--- src/hdl/fisr_pkg.sv ---
// Shared constants and helpers for the reciprocal square root pipeline.
package fisr_pkg;

  localparam logic [31:0] RSQRT_MAGIC = 32'h5f3759df;
  localparam logic [31:0] FP_HALF     = 32'h3f000000;
  localparam logic [31:0] FP_ONE_HALF = 32'h3fc00000;
  localparam logic [31:0] CANON_NAN   = 32'h7fc00000;

  // register stages in each float unit
  localparam int OP_LAT     = 3;
  // input stage plus five float operations
  localparam int PIPE_DEPTH = 1 + 5 * OP_LAT;
  // y is needed up to the input of the last multiply
  localparam int Y_DEPTH    = 4 * OP_LAT;

  // count of leading zeros of a 48-bit word, 48 for zero
  function automatic logic [5:0] lzc48(input logic [47:0] v);
    logic [5:0] n;
    logic       found;
    n     = 6'd48;
    found = 1'b0;
    for (int i = 47; i >= 0; i--) begin
      if (!found && v[i]) begin
        n     = 6'(47 - i);
        found = 1'b1;
      end
    end
    return n;
  endfunction

endpackage

--- src/hdl/fisr_fmul.sv ---
// Three-stage single-precision multiplier, round to nearest even, subnormals kept.
module fisr_fmul (
  input  logic        clk,
  input  logic        en,
  input  logic [31:0] a,
  input  logic [31:0] b,
  output logic [31:0] p
);
  import fisr_pkg::*;

  logic a_nan, b_nan, a_inf, b_inf, a_zero, b_zero;
  logic [7:0]  ea, eb;
  logic [23:0] ma, mb;

  // stage 1: unpack and multiply
  logic        s1_sign, s1_nan, s1_inf, s1_zero;
  logic [47:0] s1_prod;
  logic signed [9:0] s1_e0;

  always_comb begin
    a_nan  = (a[30:23] == 8'hff) && (a[22:0] != 23'd0);
    b_nan  = (b[30:23] == 8'hff) && (b[22:0] != 23'd0);
    a_inf  = (a[30:23] == 8'hff) && (a[22:0] == 23'd0);
    b_inf  = (b[30:23] == 8'hff) && (b[22:0] == 23'd0);
    a_zero = (a[30:0] == 31'd0);
    b_zero = (b[30:0] == 31'd0);
    ea     = (a[30:23] == 8'd0) ? 8'd1 : a[30:23];
    eb     = (b[30:23] == 8'd0) ? 8'd1 : b[30:23];
    ma     = {a[30:23] != 8'd0, a[22:0]};
    mb     = {b[30:23] != 8'd0, b[22:0]};
  end

  always_ff @(posedge clk) begin
    if (en) begin
      s1_sign <= a[31] ^ b[31];
      s1_nan  <= a_nan | b_nan | (a_inf & b_zero) | (b_inf & a_zero);
      s1_inf  <= a_inf | b_inf;
      s1_zero <= a_zero | b_zero;
      s1_prod <= ma * mb;
      s1_e0   <= $signed({2'b00, ea}) + $signed({2'b00, eb}) - 10'sd126;
    end
  end

  // stage 2: normalize, or denormalize into the subnormal range
  logic [5:0]        lz;
  logic signed [9:0] e_norm, shr;
  logic [47:0]       n, mask;
  logic              sh_sticky;
  logic [7:0]        efield;
  logic              ovf;

  always_comb begin
    lz        = lzc48(s1_prod);
    e_norm    = s1_e0 - $signed({4'b0000, lz});
    n         = s1_prod;
    sh_sticky = 1'b0;
    shr       = 10'sd0;
    mask      = '0;
    ovf       = (e_norm >= 10'sd255);
    efield    = 8'd0;
    if (e_norm >= 10'sd1) begin
      n      = s1_prod << lz;
      efield = e_norm[7:0];
    end else if (s1_e0 >= 10'sd1) begin
      // subnormal result shares the scale of exponent field one
      n = s1_prod << (s1_e0[5:0] - 6'd1);
    end else begin
      shr = 10'sd1 - s1_e0;
      if (shr >= 10'sd48) begin
        n         = '0;
        sh_sticky = |s1_prod;
      end else begin
        mask      = (48'd1 << shr[5:0]) - 48'd1;
        n         = s1_prod >> shr[5:0];
        sh_sticky = |(s1_prod & mask);
      end
    end
  end

  logic        s2_sign, s2_nan, s2_inf, s2_zero, s2_ovf, s2_g, s2_st;
  logic [7:0]  s2_efield;
  logic [23:0] s2_m;

  always_ff @(posedge clk) begin
    if (en) begin
      s2_sign   <= s1_sign;
      s2_nan    <= s1_nan;
      s2_inf    <= s1_inf;
      s2_zero   <= s1_zero;
      s2_ovf    <= ovf;
      s2_efield <= efield;
      s2_m      <= n[47:24];
      s2_g      <= n[23];
      s2_st     <= (|n[22:0]) | sh_sticky;
    end
  end

  // stage 3: round and pack; a mantissa carry bumps the exponent
  logic [30:0] mag;
  logic [31:0] packed_w;

  always_comb begin
    mag = {s2_efield, s2_m[22:0]} + {30'd0, s2_g & (s2_st | s2_m[0])};
    priority if (s2_nan)          packed_w = CANON_NAN;
    else if (s2_inf || s2_ovf)    packed_w = {s2_sign, 8'hff, 23'd0};
    else if (s2_zero)             packed_w = {s2_sign, 31'd0};
    else                          packed_w = {s2_sign, mag};
  end

  always_ff @(posedge clk) begin
    if (en) begin
      p <= packed_w;
    end
  end

endmodule

--- config.mk ---
export PLATFORM = sky130hd
export DESIGN_NAME = fisr_fmul
export DESIGN_NICKNAME = d
export VERILOG_FILES = /design/src/hdl/fisr_pkg.sv /design/src/hdl/fisr_fmul.sv
export SDC_FILE = /design/constraint.sdc
export NUM_CORES = 2
export LEC_CHECK = 0
export ABC_AREA = 0
export BUFFER_PORTS_ARGS = -buffer_cell sky130_fd_sc_hd__buf_2
export CAP_MARGIN = 0
export CORE_UTILIZATION = 40
export CTS_CLUSTER_DIAMETER = 150
export DETAILED_ROUTE_END_ITERATION = 8
export PLACE_DENSITY = 0.67
export SYNTH_ARGS = -nofsm -noshare
export SYNTH_HDL_FRONTEND = slang
export SYNTH_SLANG_ARGS = --single-unit
--- constraint.sdc ---
create_clock -name clk -period 24 [get_ports clk]
set_clock_uncertainty 0.2 [all_clocks]
set_input_delay 1.2 -clock clk [delete_from_list [all_inputs] [get_ports clk]]
set_output_delay 1.2 -clock clk [all_outputs]
set_load 0.01 [all_outputs]
==> impl_results.md <==
* Setup CP Type: input pin to register
* Grt peak-use layer: met2
* Unique cell type count in the Yosys netlist at roughly 100
* Number of max-cap violations at 0
* Die X-Extent at slightly below 300 um
* Core footprint at roughly 87000 um^2
* DRC violation count after routing at 0
* Cell with the most instances after synthesis: nand2_1
* Number of iterations in the first detailed-routing pass at 8
* Sequential cell area in the final layout at just under 4000 um^2
* Number of warnings printed during yosys synthesis at 0
* Count of pins over their slew limit at 0
* Hold violation total from the final report at 0
* Post-cts sizing count at 0
* Setup crit start kind: input pin
* Post-layout minimum cycle time at roughly 9100 ps
* Clock buffer count from CTS at 17
* Kind of end point of the critical path: register
* Count of flip-flops with a built-in enable after synthesis at ~130
* Routed WL at around 120 mm
* Clk sinks at approximately 130
* Filler cell count at 8566
* Fraction of met3 tracks used by global routing at 0.0384
* Final weighted congestion in routability-driven placement at between 1 and 1.5
* CTS clock-pin slew for the worst setup and hold paths at 80 ps
* Clock tree from TritonCTS: built
* Count of endpoints failing setup in the final report at 0
* Non-Filler Instances at ~5000
* Normalized max-slew margin at 0.213
* Number of global-route vias before repair at ~30000
* Seq/Total Area, Yosys at 0.113
* Number of hold-repair buffers added at the cts stage at 0
* Met1 routing resource usage after global routing at 0.340
* Post-route worst setup slack at approximately 15000 ps
* Post-detailed-route via-to-cell ratio at a little under 6
* Total global-route track usage at 0.259
* Arrival time of the worst setup path at approximately 9100 ps
* Crit path largest cell delay at 700 ps
* Startpoint of the worst hold path: s1_zero
* Overall die height at between 200 and 300 um
* Clock root buffer: clkbuf_16
* CTS H-Tree Depth at 4
* Classification of the worst-slack hold path: register to register
* Cell count after placement at between 5000 and 6000
* Post-synthesis cell type with the largest combined area: fa_1
* Share of async-settable or async-resettable flops after synthesis at 0
* Run status: finished clean
* Number of nets with antenna violations after routing at 0
* Max stage delay cell, worst path: o41ai_1
* Top FF cell, synth: edfxtp_1
* Met2 demand-to-capacity share in global routing at 0.418
* Half-perimeter wire length after placement at 86.1 mm
* Peak fanout along the critical path at 25
* Vias post-DR at ~30000
* Cells taking the most area after synthesis: fa_1 28%, edfxtp_1 11%, ha_1 7.3%
* Synthesized instance count at just over 4000
* # port buffers at slightly below 100
* Transition time at the pin with the least slew margin at approximately 1200 ps
* Peak Freq at between 100 and 150 MHz
* Most frequent cells after synthesis: 637 x nand2_1, 540 x inv_1, 484 x fa_1
* Antenna violations before repair at 0
* Initial cell density of the core at 0.404
* Area of combinational cells with multiple inputs at between 20000 and 30000 um^2
* Final Util at 0.426
* Number of rows in the core area at roughly 110
* Tcrit/Tclk final at 0.378
* Largest buffer count on any clock path at 2
* Mean area per synthesized cell at about 8.5 um^2
* Share of layout cells above drive strength 1 at 0.0894
* Number of nets at the end of the flow at ~4700
* Area of the die at 88600 um^2
* Insertion delay of the later-clocked pin in the worst-skew pair at ~450 ps
* Wire length of the first global-routing pass at between 150 and 200 mm
* Buffers inserted by post-CTS timing repair at 0
* Post-Synthesis Cell Area at ~35000 um^2
* Worst slack, placed at ~14000 ps
* Top cell type's share of synthesized area at 0.277
* Critical path startpoint: a[16]
* Total negative slack for setup checks at 0 ps
* Worst endpoint required time at roughly 24000 ps
* Aggregate global routing overflow at 0
* Worst reg2reg path startpoint: s1_prod[38]
* P&R area growth vs syn at 5.60%
* Post-Syn Nets at approximately 5000
* Number of flip-flops and latches in the synthesized netlist at 132
* Boundary pin count at 98
* WL/cell at 22.5 um
* Maximum number of pins on one net before global-route repair at between 70 and 80
* RSZ-0062 raised after global routing: false
* Initial detailed-routing violation count at ~3000
* Most numerous cell on the critical path: fa_1
[per-layer routing]
metal	routed length, um	part of all wire
met3	10100	0.087
met4	6430	0.056
met1	46400	0.40
met5	0	0
met2	53000	0.46
[cell families after synthesis]
group                      after synthesis  share of synthesized area
buffers and inverters                  852                     0.0946
DFF                                    132                      0.113
muxes                                  269                      0.101
xor gates and xnor gates               110                     0.0276
and+or+nand+nor                       1378                      0.186
AOI/OAI and AO/OA                      670                      0.127
adders and majority gates              689                      0.351
[final timing paths]
path | end | slack [ps] | cells after the start
worst min register to register | s2_zero | 220 | 0
worst min-delay path | s2_zero | 220 | 0
worst max register to register | s2_m[11] | 16090 | 20
worst max-delay path | s1_prod[44] | 14930 | 26
[flip-flops by register name, summed over array words and instances, names as in the netlist, 8 cells and up]
register and flops:
s1_e0 10, s1_prod 48, s2_efield 8, p 32, s2_m 23
[worst max-delay path, delay by kind of cell]
family                   cells  cell delay, ps
AO/OA/AOI/OAI                7            2410
buffers and inverters        6             760
adder cells (fa/ha/maj)      8            3740
AND/OR/NAND/NOR              4             760
XOR/XNOR                     1             150
[layout by cell type (no fill, tap or decap), types with 25 or more instances in the layout]
| cell | synthesis | routed |
|---|---|---|
| nor4_1 | 32 | 32 |
| and2_1 | 213 | 213 |
| xor2_1 | 50 | 46 |
| mux2_2 | 42 | 42 |
| nand3_1 | 49 | 49 |
| nand4_1 | 36 | 36 |
| nor2_1 | 224 | 224 |
| xnor2_1 | 60 | 56 |
| a211oi_1 | 30 | 30 |
| nand2_1 | 637 | 637 |
| a21o_1 | 34 | 34 |
| mux4_2 | 62 | 62 |
| fa_1 | 484 | 484 |
| o21ai_0 | 165 | 165 |
| edfxtp_1 | 132 | 132 |
| a31oi_1 | 25 | 25 |
| ha_1 | 205 | 203 |
| buf_2 | 25 | 96 |
| a21oi_1 | 159 | 159 |
| inv_1 | 540 | 540 |
| mux2i_1 | 163 | 163 |
| buf_4 | 4 | 71 |
| nor3_1 | 60 | 59 |
[cell type report]
class / count / area share
Antenna cell: 2 / 0.000136
Clock buffer: 18 / 0.0116
Clock inverter: 14 / 0.00546
Inverter: 545 / 0.0556
Multi-Input combinational cell: 3116 / 0.753
Sequential cell: 132 / 0.107
Tap cell: 1155 / 0.0392
Timing Repair Buffer: 168 / 0.0278
[stage by stage]
stage	hold slack, ps	area [um^2]
after floorplan	200	35000
after global placement	205	36300
final	221	36900
after global routing	236	36900
after CTS	224	36900
after detailed placement	209	36300
Power is not shown: default switching activity piles up to over one toggle a cycle in this logic, so the estimate is an artifact.
