## src/hdl/fisr_pkg.sv

```systemverilog
// Shared constants and helpers for the reciprocal square root pipeline.
package fisr_pkg;

  localparam logic [31:0] RSQRT_MAGIC = 32'h5f3759df;
  localparam logic [31:0] FP_HALF     = 32'h3f000000;
  localparam logic [31:0] FP_ONE_HALF = 32'h3fc00000;
  localparam logic [31:0] CANON_NAN   = 32'h7fc00000;

  // register stages in each float unit
  localparam int OP_LAT     = 3;
  // input stage plus five float operations
  localparam int PIPE_DEPTH = 1 + 5 * OP_LAT;
  // y is needed up to the input of the last multiply
  localparam int Y_DEPTH    = 4 * OP_LAT;

  // count of leading zeros of a 48-bit word, 48 for zero
  function automatic logic [5:0] lzc48(input logic [47:0] v);
    logic [5:0] n;
    logic       found;
    n     = 6'd48;
    found = 1'b0;
    for (int i = 47; i >= 0; i--) begin
      if (!found && v[i]) begin
        n     = 6'(47 - i);
        found = 1'b1;
      end
    end
    return n;
  endfunction

endpackage

```

## src/hdl/fisr_fadd.sv

```systemverilog
// Three-stage single-precision adder, round to nearest even, subnormals kept.
module fisr_fadd (
  input  logic        clk,
  input  logic        en,
  input  logic [31:0] a,
  input  logic [31:0] b,
  output logic [31:0] s
);
  import fisr_pkg::*;

  logic        a_nan, b_nan, a_inf, b_inf, swap;
  logic [31:0] big, sml;
  logic [7:0]  e_big, e_sml;

  // stage 1: unpack and order by magnitude
  logic        s1_nan, s1_inf, s1_inf_sign, s1_sign, s1_sub, s1_zsign;
  logic [7:0]  s1_d, s1_e;
  logic [23:0] s1_mb, s1_ms;

  always_comb begin
    a_nan = (a[30:23] == 8'hff) && (a[22:0] != 23'd0);
    b_nan = (b[30:23] == 8'hff) && (b[22:0] != 23'd0);
    a_inf = (a[30:23] == 8'hff) && (a[22:0] == 23'd0);
    b_inf = (b[30:23] == 8'hff) && (b[22:0] == 23'd0);
    swap  = b[30:0] > a[30:0];
    big   = swap ? b : a;
    sml   = swap ? a : b;
    e_big = (big[30:23] == 8'd0) ? 8'd1 : big[30:23];
    e_sml = (sml[30:23] == 8'd0) ? 8'd1 : sml[30:23];
  end

  always_ff @(posedge clk) begin
    if (en) begin
      s1_nan      <= a_nan | b_nan | (a_inf & b_inf & (a[31] ^ b[31]));
      s1_inf      <= a_inf | b_inf;
      s1_inf_sign <= a_inf ? a[31] : b[31];
      s1_sign     <= big[31];
      s1_sub      <= a[31] ^ b[31];
      // exact zero sum: negative only when both operands are negative
      s1_zsign    <= a[31] & b[31];
      s1_d        <= e_big - e_sml;
      s1_e        <= e_big;
      s1_mb       <= {big[30:23] != 8'd0, big[22:0]};
      s1_ms       <= {sml[30:23] != 8'd0, sml[22:0]};
    end
  end

  // stage 2: align the smaller operand and add or subtract
  logic [26:0] al, xs, mask;
  logic        st;
  logic [27:0] sum;

  always_comb begin
    xs   = {s1_ms, 3'b000};
    mask = '0;
    if (s1_d >= 8'd27) begin
      al = '0;
      st = |s1_ms;
    end else begin
      mask = (27'd1 << s1_d[4:0]) - 27'd1;
      al   = xs >> s1_d[4:0];
      st   = |(xs & mask);
    end
    al[0] = al[0] | st;
    if (s1_sub) sum = {1'b0, s1_mb, 3'b000} - {1'b0, al};
    else        sum = {1'b0, s1_mb, 3'b000} + {1'b0, al};
  end

  logic        s2_nan, s2_inf, s2_inf_sign, s2_sign, s2_zsign;
  logic [7:0]  s2_e;
  logic [27:0] s2_sum;

  always_ff @(posedge clk) begin
    if (en) begin
      s2_nan      <= s1_nan;
      s2_inf      <= s1_inf;
      s2_inf_sign <= s1_inf_sign;
      s2_sign     <= s1_sign;
      s2_zsign    <= s1_zsign;
      s2_e        <= s1_e;
      s2_sum      <= sum;
    end
  end

  // stage 3: normalize, round and pack
  logic [5:0]  lz;
  logic [26:0] n;
  logic [9:0]  e_res;
  logic [7:0]  efield;
  logic [30:0] mag;
  logic [31:0] packed_w;

  always_comb begin
    // pad with ones so the count never runs past the 27 live bits
    lz     = lzc48({s2_sum[26:0], 21'h1fffff});
    efield = 8'd0;
    if (s2_sum[27]) begin
      n     = {s2_sum[27:2], s2_sum[1] | s2_sum[0]};
      e_res = {2'b00, s2_e} + 10'd1;
    end else if ({2'b00, lz} < {2'b00, s2_e}) begin
      n     = s2_sum[26:0] << lz;
      e_res = {2'b00, s2_e} - {4'b0000, lz};
    end else begin
      n     = s2_sum[26:0] << (s2_e - 8'd1);
      e_res = 10'd0;
    end
    if (e_res < 10'd255) efield = e_res[7:0];
    mag = {efield, n[25:3]} + {30'd0, n[2] & ((n[1] | n[0]) | n[3])};
    priority if (s2_nan)           packed_w = CANON_NAN;
    else if (s2_inf)               packed_w = {s2_inf_sign, 8'hff, 23'd0};
    else if (e_res >= 10'd255)     packed_w = {s2_sign, 8'hff, 23'd0};
    else if (s2_sum == 28'd0)      packed_w = {s2_zsign, 31'd0};
    else                           packed_w = {s2_sign, mag};
  end

  always_ff @(posedge clk) begin
    if (en) begin
      s <= packed_w;
    end
  end

endmodule

```

## config.mk

```make
export PLATFORM = sky130hd
export DESIGN_NAME = fisr_fadd
export DESIGN_NICKNAME = d
export VERILOG_FILES = /design/src/hdl/fisr_pkg.sv /design/src/hdl/fisr_fadd.sv
export SDC_FILE = /design/constraint.sdc
export NUM_CORES = 1
export LEC_CHECK = 0
export BUFFER_PORTS_ARGS = -buffer_cell sky130_fd_sc_hd__buf_2
export CAP_MARGIN = 20
export CORE_MARGIN = 1
export CORE_UTILIZATION = 40
export DETAILED_ROUTE_END_ITERATION = 6
export PLACE_DENSITY = 0.58
export SKIP_CTS_REPAIR_TIMING = 1
export SYNTH_ARGS = -nofsm -noshare
export SYNTH_HDL_FRONTEND = slang
export SYNTH_SLANG_ARGS = --single-unit
```

## constraint.sdc

```tcl
create_clock -name clk -period 5.4 [get_ports clk]
set_input_delay 1.35 -clock clk [delete_from_list [all_inputs] [get_ports clk]]
set_output_delay 1.35 -clock clk [all_outputs]
set_load 0.1 [all_outputs]
```

==> results_dict.tcl, run 1 <==
set metrics [dict create \
    synth.avg_cell_area_sq_um 8.45 \
    clk_root_buffer_cell "sky130_fd_sc_hd__clkbuf_16" \
    finalHoldViolCount 0 \
    violations "setup timing" \
    synthMostInstantiatedCell "sky130_fd_sc_hd__edfxtp_1" \
    yosys_most_used_dff "sky130_fd_sc_hd__edfxtp_1" \
    worst_pin_slew_ns 0.896 \
    hold_slack_ns 0.417 \
    leakagePower_nw 8.12 \
    track_usage 0.289 \
    clk_pin_slew_worst_paths_ns 0.06 \
    start_kind "register" \
    rr_endpoint "s[23]$_SDFFCE_PP1P_" \
    insertedDiodeCount 0 \
    drt_pass1_iterations 6 \
    cp-end-kind "register" \
    post-route-period-util 1.07 \
    first_global_vias 14676 \
    postSynth.asyncResetShare 0 \
    sequential_fraction_of_the_synthesis_area 0.297 \
    cts.path.max_buffers 2 \
    data_arrival_time_of_the_critical_path_ns 5.97 \
    vias_per_cell 5.91 \
    die_h_um 192 \
    h-tree-depth 4 \
    vias 15122 \
    gr-total-overflow 0 \
    die_width_um 192 \
    setup_viol_count_final 21 \
    status "finished, violations left" \
    pwr_density_cell_mw_per_mm2 332 \
    cts_tree "yes" \
    dp_hpwl_mm 42.3 \
    number_of_distinct_library_cells_after_synthesis 88 \
    slew-limit-headroom 0.402 \
    ioPinCount 98 \
    post_synth_inst_count 1709 \
    cts.sink_count 143 \
    synth.top_cell.area_share 0.297 \
    post_synthesis_register_bit_count 143 \
    vdd_ir_max_mv 0.237 \
    worstPathMaxFanout 5 \
    whs_path_depth 0 \
    dieArea_sq_mm 0.0369 \
    remaining_drc_errors 0 \
    syn_nets 1875 \
    detailedRoute.firstIterationViolations 1218 \
    r2r_setup_slack_ns -0.39 \
    reg2reg_depth 20 \
    drive_gt1_frac 0.317 \
    holdPathEnd "s2_e[4]$_DFFE_PP_" \
    total_power_consumption_of_the_routed_design_mw 6.38 \
    r2r_start "s2_sum[18]$_DFFE_PP_" \
    fin_worst_skew_ns 0.0100 \
    place.port_buffers 97 \
    number_of_antenna_violating_nets_in_the_routed_design 0 \
    clock_latency_ns 0.44 \
    synth_edf_count 143 \
    synth_area_sq_mm 0.0144 \
    core.rowCount 69 \
    worstHoldPathType "reg2reg" \
    n_fill_cell 3368 \
    rsz0062_at_grt "true" \
    timing.hold.worst.start "s1_e[4]$_DFFE_PP_" \
    timing.setup.critical_path_class "reg2reg" \
    synth_area_leader_cell "sky130_fd_sc_hd__edfxtp_1" \
    maxCapViolations 0 \
    slew_violations 0 \
    synth.area.top_cells "sky130_fd_sc_hd__edfxtp_1 30%, sky130_fd_sc_hd__ha_1 8.4%, sky130_fd_sc_hd__mux2i_1 4.4%" \
    start_util 0.406 \
    number_of_nets_in_the_finished_design 2251 \
    drt_wl_total_mm 53.4 \
    synthTopCellsByCount "143 x sky130_fd_sc_hd__edfxtp_1, 142 x sky130_fd_sc_hd__nor2_1, 140 x sky130_fd_sc_hd__nand2_1" \
    grt_pass1_wl_mm 81.2 \
    gp_congestion 0.991 \
    worst_slack_ns -0.390 \
    area_overhead_vs_synth_pct 32.9 \
    yosysWarnings 0 \
    coreArea_sq_mm 0.0356 \
    post_drt_wl_per_cell_um 20.9 \
    worst-endpoint-required_ns 5.58 \
    timing.final.crit_period_ns 5.79 \
    antenna_found_initial 0 \
    max_freq_mhz 173 \
    clock_buffer_count_from_cts 17 \
    grt_max_degree 82 \
]
[critical path, cell delays in order, from the launching register on]
cell	delay (ns)
sky130_fd_sc_hd__edfxtp_1	0.40
sky130_fd_sc_hd__or4_4	0.56
sky130_fd_sc_hd__or4_4	0.44
sky130_fd_sc_hd__nor4_4	0.18
sky130_fd_sc_hd__a211oi_2	0.11
sky130_fd_sc_hd__a2bb2oi_2	0.25
sky130_fd_sc_hd__ha_4	0.17
sky130_fd_sc_hd__nor2b_2	0.04
sky130_fd_sc_hd__o31a_1	0.29
sky130_fd_sc_hd__o21a_4	0.26
sky130_fd_sc_hd__buf_4	0.17
sky130_fd_sc_hd__nor3_4	0.23
sky130_fd_sc_hd__a21o_1	0.21
sky130_fd_sc_hd__mux4_2	0.56
sky130_fd_sc_hd__o32ai_4	0.14
sky130_fd_sc_hd__nor4b_4	0.34
sky130_fd_sc_hd__o2111ai_2	0.16
sky130_fd_sc_hd__or4_4	0.61
sky130_fd_sc_hd__buf_6	0.15
sky130_fd_sc_hd__nor3_4	0.15
sky130_fd_sc_hd__o211ai_1	0.11
[per-stage QoR]
stage	cell area [sq um]	setup TNS [ns]	worst slack [ns]	util	instances
2_1_floorplan	14700	-1.26	-0.250	-	1709
3_3_place_gp	17900	-10.65	-0.576	0.503	2506
3_5_place_dp	17900	-12.94	-0.642	0.503	2506
4_1_cts	18500	-11.76	-0.672	0.519	2537
5_1_grt	19200	-10.67	-0.552	0.540	2558
6_report	19200	-5.02	-0.390	0.540	2558
[area by class of cell]
class / instances / area (sq um) / area share
multi-input cells: 1362 / 10000 / 0.523
flip-flops and latches: 143 / 4290 / 0.224
repair buffers: 456 / 3340 / 0.174
well taps: 461 / 577 / 0.0301
clock buffers: 18 / 429 / 0.0224
inverters: 105 / 397 / 0.0207
clock inverters: 13 / 124 / 0.00645
[registers in the layout, indices dropped and copies added (netlist names)]
register     count
s               32
s1_d             8
s1_e             8
s1_inf           1
s1_inf_sign      1
s1_mb           24
s1_ms           24
s1_nan           1
s1_sign          1
s1_sub           1
s1_zsign         1
s2_e             8
s2_inf           1
s2_inf_sign      1
s2_nan           1
s2_sign          1
s2_sum          28
s2_zsign         1
[power by group]
part | switching (mW) | internal (mW)
clock network | 0.451 | 0.667
registers | 0.143 | 1.44
logic | 2.10 | 1.58
[layer usage]
metal,vias to the layer above,wire length (um),part of all wire,track usage
li1,7232,-,-,-
met1,7210,21700,0.41,0.337
met2,555,26700,0.50,0.511
met3,125,2240,0.042,0.0311
met4,0,2810,0.053,0.165
met5,-,0,0,0
[logic make-up after synthesis]
logic type | synth area share
muxes | 0.0888
AOI/OAI and AO/OA | 0.234
xor gates and xnor gates | 0.0303
and+or+nand+nor | 0.207
adders and majority gates | 0.0882
DFF | 0.297
buffers and inverters | 0.0545
[worst max-delay path by stage]
stage                          from                   to  slack, ns  cells after the start
5_1_grt        s2_sum[18]$_DFFE_PP_  s[23]$_SDFFCE_PP1P_      -0.55                     20
6_report       s2_sum[18]$_DFFE_PP_  s[23]$_SDFFCE_PP1P_      -0.39                     20
3_5_place_dp   s2_sum[18]$_DFFE_PP_  s[29]$_SDFFCE_PP1P_      -0.64                     20
2_1_floorplan  s2_sum[18]$_DFFE_PP_  s[29]$_SDFFCE_PP1P_      -0.25                     19
3_3_place_gp   s2_sum[18]$_DFFE_PP_  s[29]$_SDFFCE_PP1P_      -0.58                     20
4_1_cts        s2_sum[18]$_DFFE_PP_  s[29]$_SDFFCE_PP1P_      -0.67                     20
[layout by cell type, fill, tap and decap left out, types with 8 or more instances in the layout]
cell,netlist,layout
sky130_fd_sc_hd__buf_4,0,338
sky130_fd_sc_hd__edfxtp_1,143,143
sky130_fd_sc_hd__nor2_1,142,137
sky130_fd_sc_hd__nand2_1,140,136
sky130_fd_sc_hd__a21oi_1,110,102
sky130_fd_sc_hd__inv_1,103,101
sky130_fd_sc_hd__o21ai_0,107,96
sky130_fd_sc_hd__buf_2,5,94
sky130_fd_sc_hd__ha_1,97,92
sky130_fd_sc_hd__nand3_1,62,59
sky130_fd_sc_hd__mux2i_1,64,55
sky130_fd_sc_hd__nor3_1,54,45
sky130_fd_sc_hd__a21o_1,38,37
sky130_fd_sc_hd__mux2_2,37,35
sky130_fd_sc_hd__xnor2_1,34,34
sky130_fd_sc_hd__nand4_1,31,31
sky130_fd_sc_hd__nor4_1,31,26
sky130_fd_sc_hd__a31oi_1,26,26
sky130_fd_sc_hd__a211oi_1,22,20
sky130_fd_sc_hd__o211ai_1,20,20
sky130_fd_sc_hd__nand2b_1,19,19
sky130_fd_sc_hd__o31ai_1,20,18
sky130_fd_sc_hd__or2_2,20,18
sky130_fd_sc_hd__clkbuf_16,0,18
sky130_fd_sc_hd__xor2_1,16,16
sky130_fd_sc_hd__buf_6,2,16
sky130_fd_sc_hd__nor2b_1,17,14
sky130_fd_sc_hd__o21ai_1,5,14
sky130_fd_sc_hd__o21a_1,14,13
sky130_fd_sc_hd__or3_1,14,13
sky130_fd_sc_hd__and2_1,11,11
sky130_fd_sc_hd__o31a_1,11,11
sky130_fd_sc_hd__mux4_2,10,10
sky130_fd_sc_hd__o22ai_1,17,10
sky130_fd_sc_hd__and3_1,10,10
sky130_fd_sc_hd__a21oi_2,1,8
sky130_fd_sc_hd__nand3b_1,8,8
sky130_fd_sc_hd__a22oi_1,10,8
No activity file was read; power rests on OpenSTA's default activity.
==> inputs of run 2 (changes only) <==
--- a/config.mk
+++ b/config.mk
@@ -8,9 +8,9 @@
 export BUFFER_PORTS_ARGS = -buffer_cell sky130_fd_sc_hd__buf_2
 export CAP_MARGIN = 20
 export CORE_MARGIN = 1
-export CORE_UTILIZATION = 40
+export CORE_UTILIZATION = 57
 export DETAILED_ROUTE_END_ITERATION = 6
-export PLACE_DENSITY = 0.58
+export PLACE_DENSITY = 0.78
 export SKIP_CTS_REPAIR_TIMING = 1
 export SYNTH_ARGS = -nofsm -noshare
 export SYNTH_HDL_FRONTEND = slang
==> run 2 against run 1 <==
  * The run still ends with setup timing left
  * Maximum frequency fell by 0.57%
  * Global-route usage rose by 12 points
  * Setup slack got worse by 0.033 ns
  * Via count rose by 7.0%
  * Critical path depth did not move
  * Register-to-register slack got worse by 0.03 ns
  * Critical path type unchanged
==> results_dict.tcl, run 2 (synthesis results as in run 1) <==
set metrics [dict create \
    status "finished, violations left" \
    violations "setup timing" \
    coreArea_sq_mm 0.0246 \
    timing.setup.critical_path_class "reg2reg" \
    core.rowCount 57 \
    worst-endpoint-required_ns 5.57 \
    max_reg_flops 32 \
    largest_registers "s x32, s2_sum x28" \
    fin_worst_skew_ns 0.0244 \
    worstHoldPathType "reg2reg" \
    slew-limit-headroom 0.420 \
    most-common-layout-cells "352 x sky130_fd_sc_hd__buf_4, 143 x sky130_fd_sc_hd__edfxtp_1, 138 x sky130_fd_sc_hd__nand2_1, 132 x sky130_fd_sc_hd__nor2_1" \
    detailedRoute.firstIterationViolations 1978 \
    start_util 0.587 \
    area_overhead_vs_synth_pct 34.0 \
    cts.sink_count 143 \
    insertedDiodeCount 0 \
    antenna_found_initial 0 \
    worstPathMaxFanout 7 \
    clock_buffer_count_from_cts 17 \
    leakagePower_nw 8.28 \
    track_usage 0.411 \
    cts_tree "yes" \
    finalHoldViolCount 0 \
    setup_viol_count_final 25 \
    dieArea_sq_mm 0.0260 \
    post-route-period-util 1.08 \
    place.port_buffers 97 \
    die_h_um 161 \
    drive_gt1_frac 0.336 \
    vias_per_cell 6.64 \
    first_global_vias 15318 \
    layout.cells.most_common "sky130_fd_sc_hd__buf_4" \
    data_arrival_time_of_the_critical_path_ns 5.99 \
    grt_pass1_wl_mm 82.5 \
    final_util 0.787 \
    clk_root_buffer_cell "sky130_fd_sc_hd__clkbuf_16" \
    number_of_antenna_violating_nets_in_the_routed_design 0 \
    dp_worst_setup_slack_ns -0.669 \
    die_width_um 161 \
    worst_pin_slew_ns 0.863 \
    number_of_nets_in_the_finished_design 2267 \
    drt_wl_total_mm 55.7 \
    max_freq_mhz 172 \
    clock_latency_ns 0.44 \
    registers.top_by_ff_count "s" \
    vias 16182 \
    post_drt_wl_per_cell_um 22.9 \
    clk_pin_slew_worst_paths_ns 0.08 \
    start_kind "register" \
    cp-end-kind "register" \
    worst_slack_ns -0.423 \
    drt_pass1_iterations 6 \
    vdd_ir_max_mv 0.298 \
    cts.path.max_buffers 2 \
    ioPinCount 98 \
    grt_max_degree 73 \
    dp_hpwl_mm 40.9 \
    hold_slack_ns 0.417 \
    gp_congestion 1.10 \
    rsz0062_at_grt "true" \
    remaining_drc_errors 0 \
    pwr_density_cell_mw_per_mm2 348 \
    slew_violations 0 \
    h-tree-depth 4 \
    gr-total-overflow 0 \
    maxCapViolations 0 \
    timing.final.crit_period_ns 5.82 \
]
-- run 2: cell types whose count changed in the layout (fill, tap and decap cells not counted), moves of 4 or more --
| cell | previous run | this run |
|---|---|---|
| sky130_fd_sc_hd__o21ai_0 | 96 | 91 |
| sky130_fd_sc_hd__buf_4 | 338 | 352 |
| sky130_fd_sc_hd__nor3_2 | 6 | 10 |
| sky130_fd_sc_hd__nor3_1 | 45 | 41 |
| sky130_fd_sc_hd__nor2_2 | 2 | 8 |
| sky130_fd_sc_hd__o21ai_2 | 2 | 7 |
| sky130_fd_sc_hd__o32ai_2 | 1 | 5 |
| sky130_fd_sc_hd__clkinv_1 | 5 | 1 |
| sky130_fd_sc_hd__nor2_1 | 137 | 132 |
| sky130_fd_sc_hd__inv_6 | 0 | 4 |
-- run 2: worst paths after layout --
kind,from,to,slack [ns],cells past startpoint
max,s2_sum[17]$_DFFE_PP_,s[25]$_SDFFCE_PP1P_,-0.42,20
min,s1_e[6]$_DFFE_PP_,s2_e[6]$_DFFE_PP_,0.42,0
max reg2reg,s2_sum[17]$_DFFE_PP_,s[25]$_SDFFCE_PP1P_,-0.42,20
min reg2reg,s1_e[6]$_DFFE_PP_,s2_e[6]$_DFFE_PP_,0.42,0
-- run 2: where the power goes --
part           leakage [nW]  internal [mW]  total (mW)  switching, mW
sequential             1.39           1.44        1.60          0.160
combinational          6.58           1.62        3.82           2.20
clock                 0.307          0.782        1.32          0.535
-- run 2: critical path, stage by stage, from the launching register on --
cell and delay (ns):
sky130_fd_sc_hd__edfxtp_1 0.39, sky130_fd_sc_hd__or4_4 0.56, sky130_fd_sc_hd__or4_4 0.46, sky130_fd_sc_hd__nor4_4 0.18
sky130_fd_sc_hd__a211oi_2 0.11, sky130_fd_sc_hd__a2bb2oi_2 0.23, sky130_fd_sc_hd__ha_4 0.23, sky130_fd_sc_hd__and4_1 0.18
sky130_fd_sc_hd__a21oi_2 0.16, sky130_fd_sc_hd__o21a_4 0.24, sky130_fd_sc_hd__nor2_4 0.08, sky130_fd_sc_hd__o31a_4 0.34
sky130_fd_sc_hd__mux2i_1 0.15, sky130_fd_sc_hd__mux4_2 0.50, sky130_fd_sc_hd__o32ai_2 0.13, sky130_fd_sc_hd__nor4b_4 0.24
sky130_fd_sc_hd__buf_6 0.17, sky130_fd_sc_hd__o2111ai_4 0.14, sky130_fd_sc_hd__or4_4 0.58, sky130_fd_sc_hd__o311ai_1 0.35
sky130_fd_sc_hd__nand3_1 0.16
-- run 2: metrics by stage --
step / setup TNS, ns / instance area, sq um / cells / power, mW
6_report: -5.30 / 19400 / 2437 / 6.73
5_1_grt: -11.02 / 19400 / 2437 / 6.99
4_1_cts: -10.48 / 18300 / 2392 / 6.27
3_5_place_dp: -12.33 / 17600 / 2361 / 4.96
3_3_place_gp: -8.76 / 17600 / 2361 / 4.88
2_1_floorplan: -1.26 / 14700 / 1709 / 3.59
-- run 2: metal layers --
metal / global-route usage / part of all wire / up-vias
met5: 0 / 0 / -
met4: 0.287 / 0.073 / 0
met3: 0.0650 / 0.079 / 280
met2: 0.714 / 0.49 / 1080
met1: 0.461 / 0.36 / 7561
li1: - / - / 7261
-- run 2: cell type report --
type | instances | area, sq um
sequential | 143 | 4290
clock inverter | 14 | 205
multi-input combinational | 1363 | 10200
clock buffer | 17 | 425
inverter | 105 | 397
tap | 324 | 405
fill | 1604 | 5240
timing repair buffer | 471 | 3430
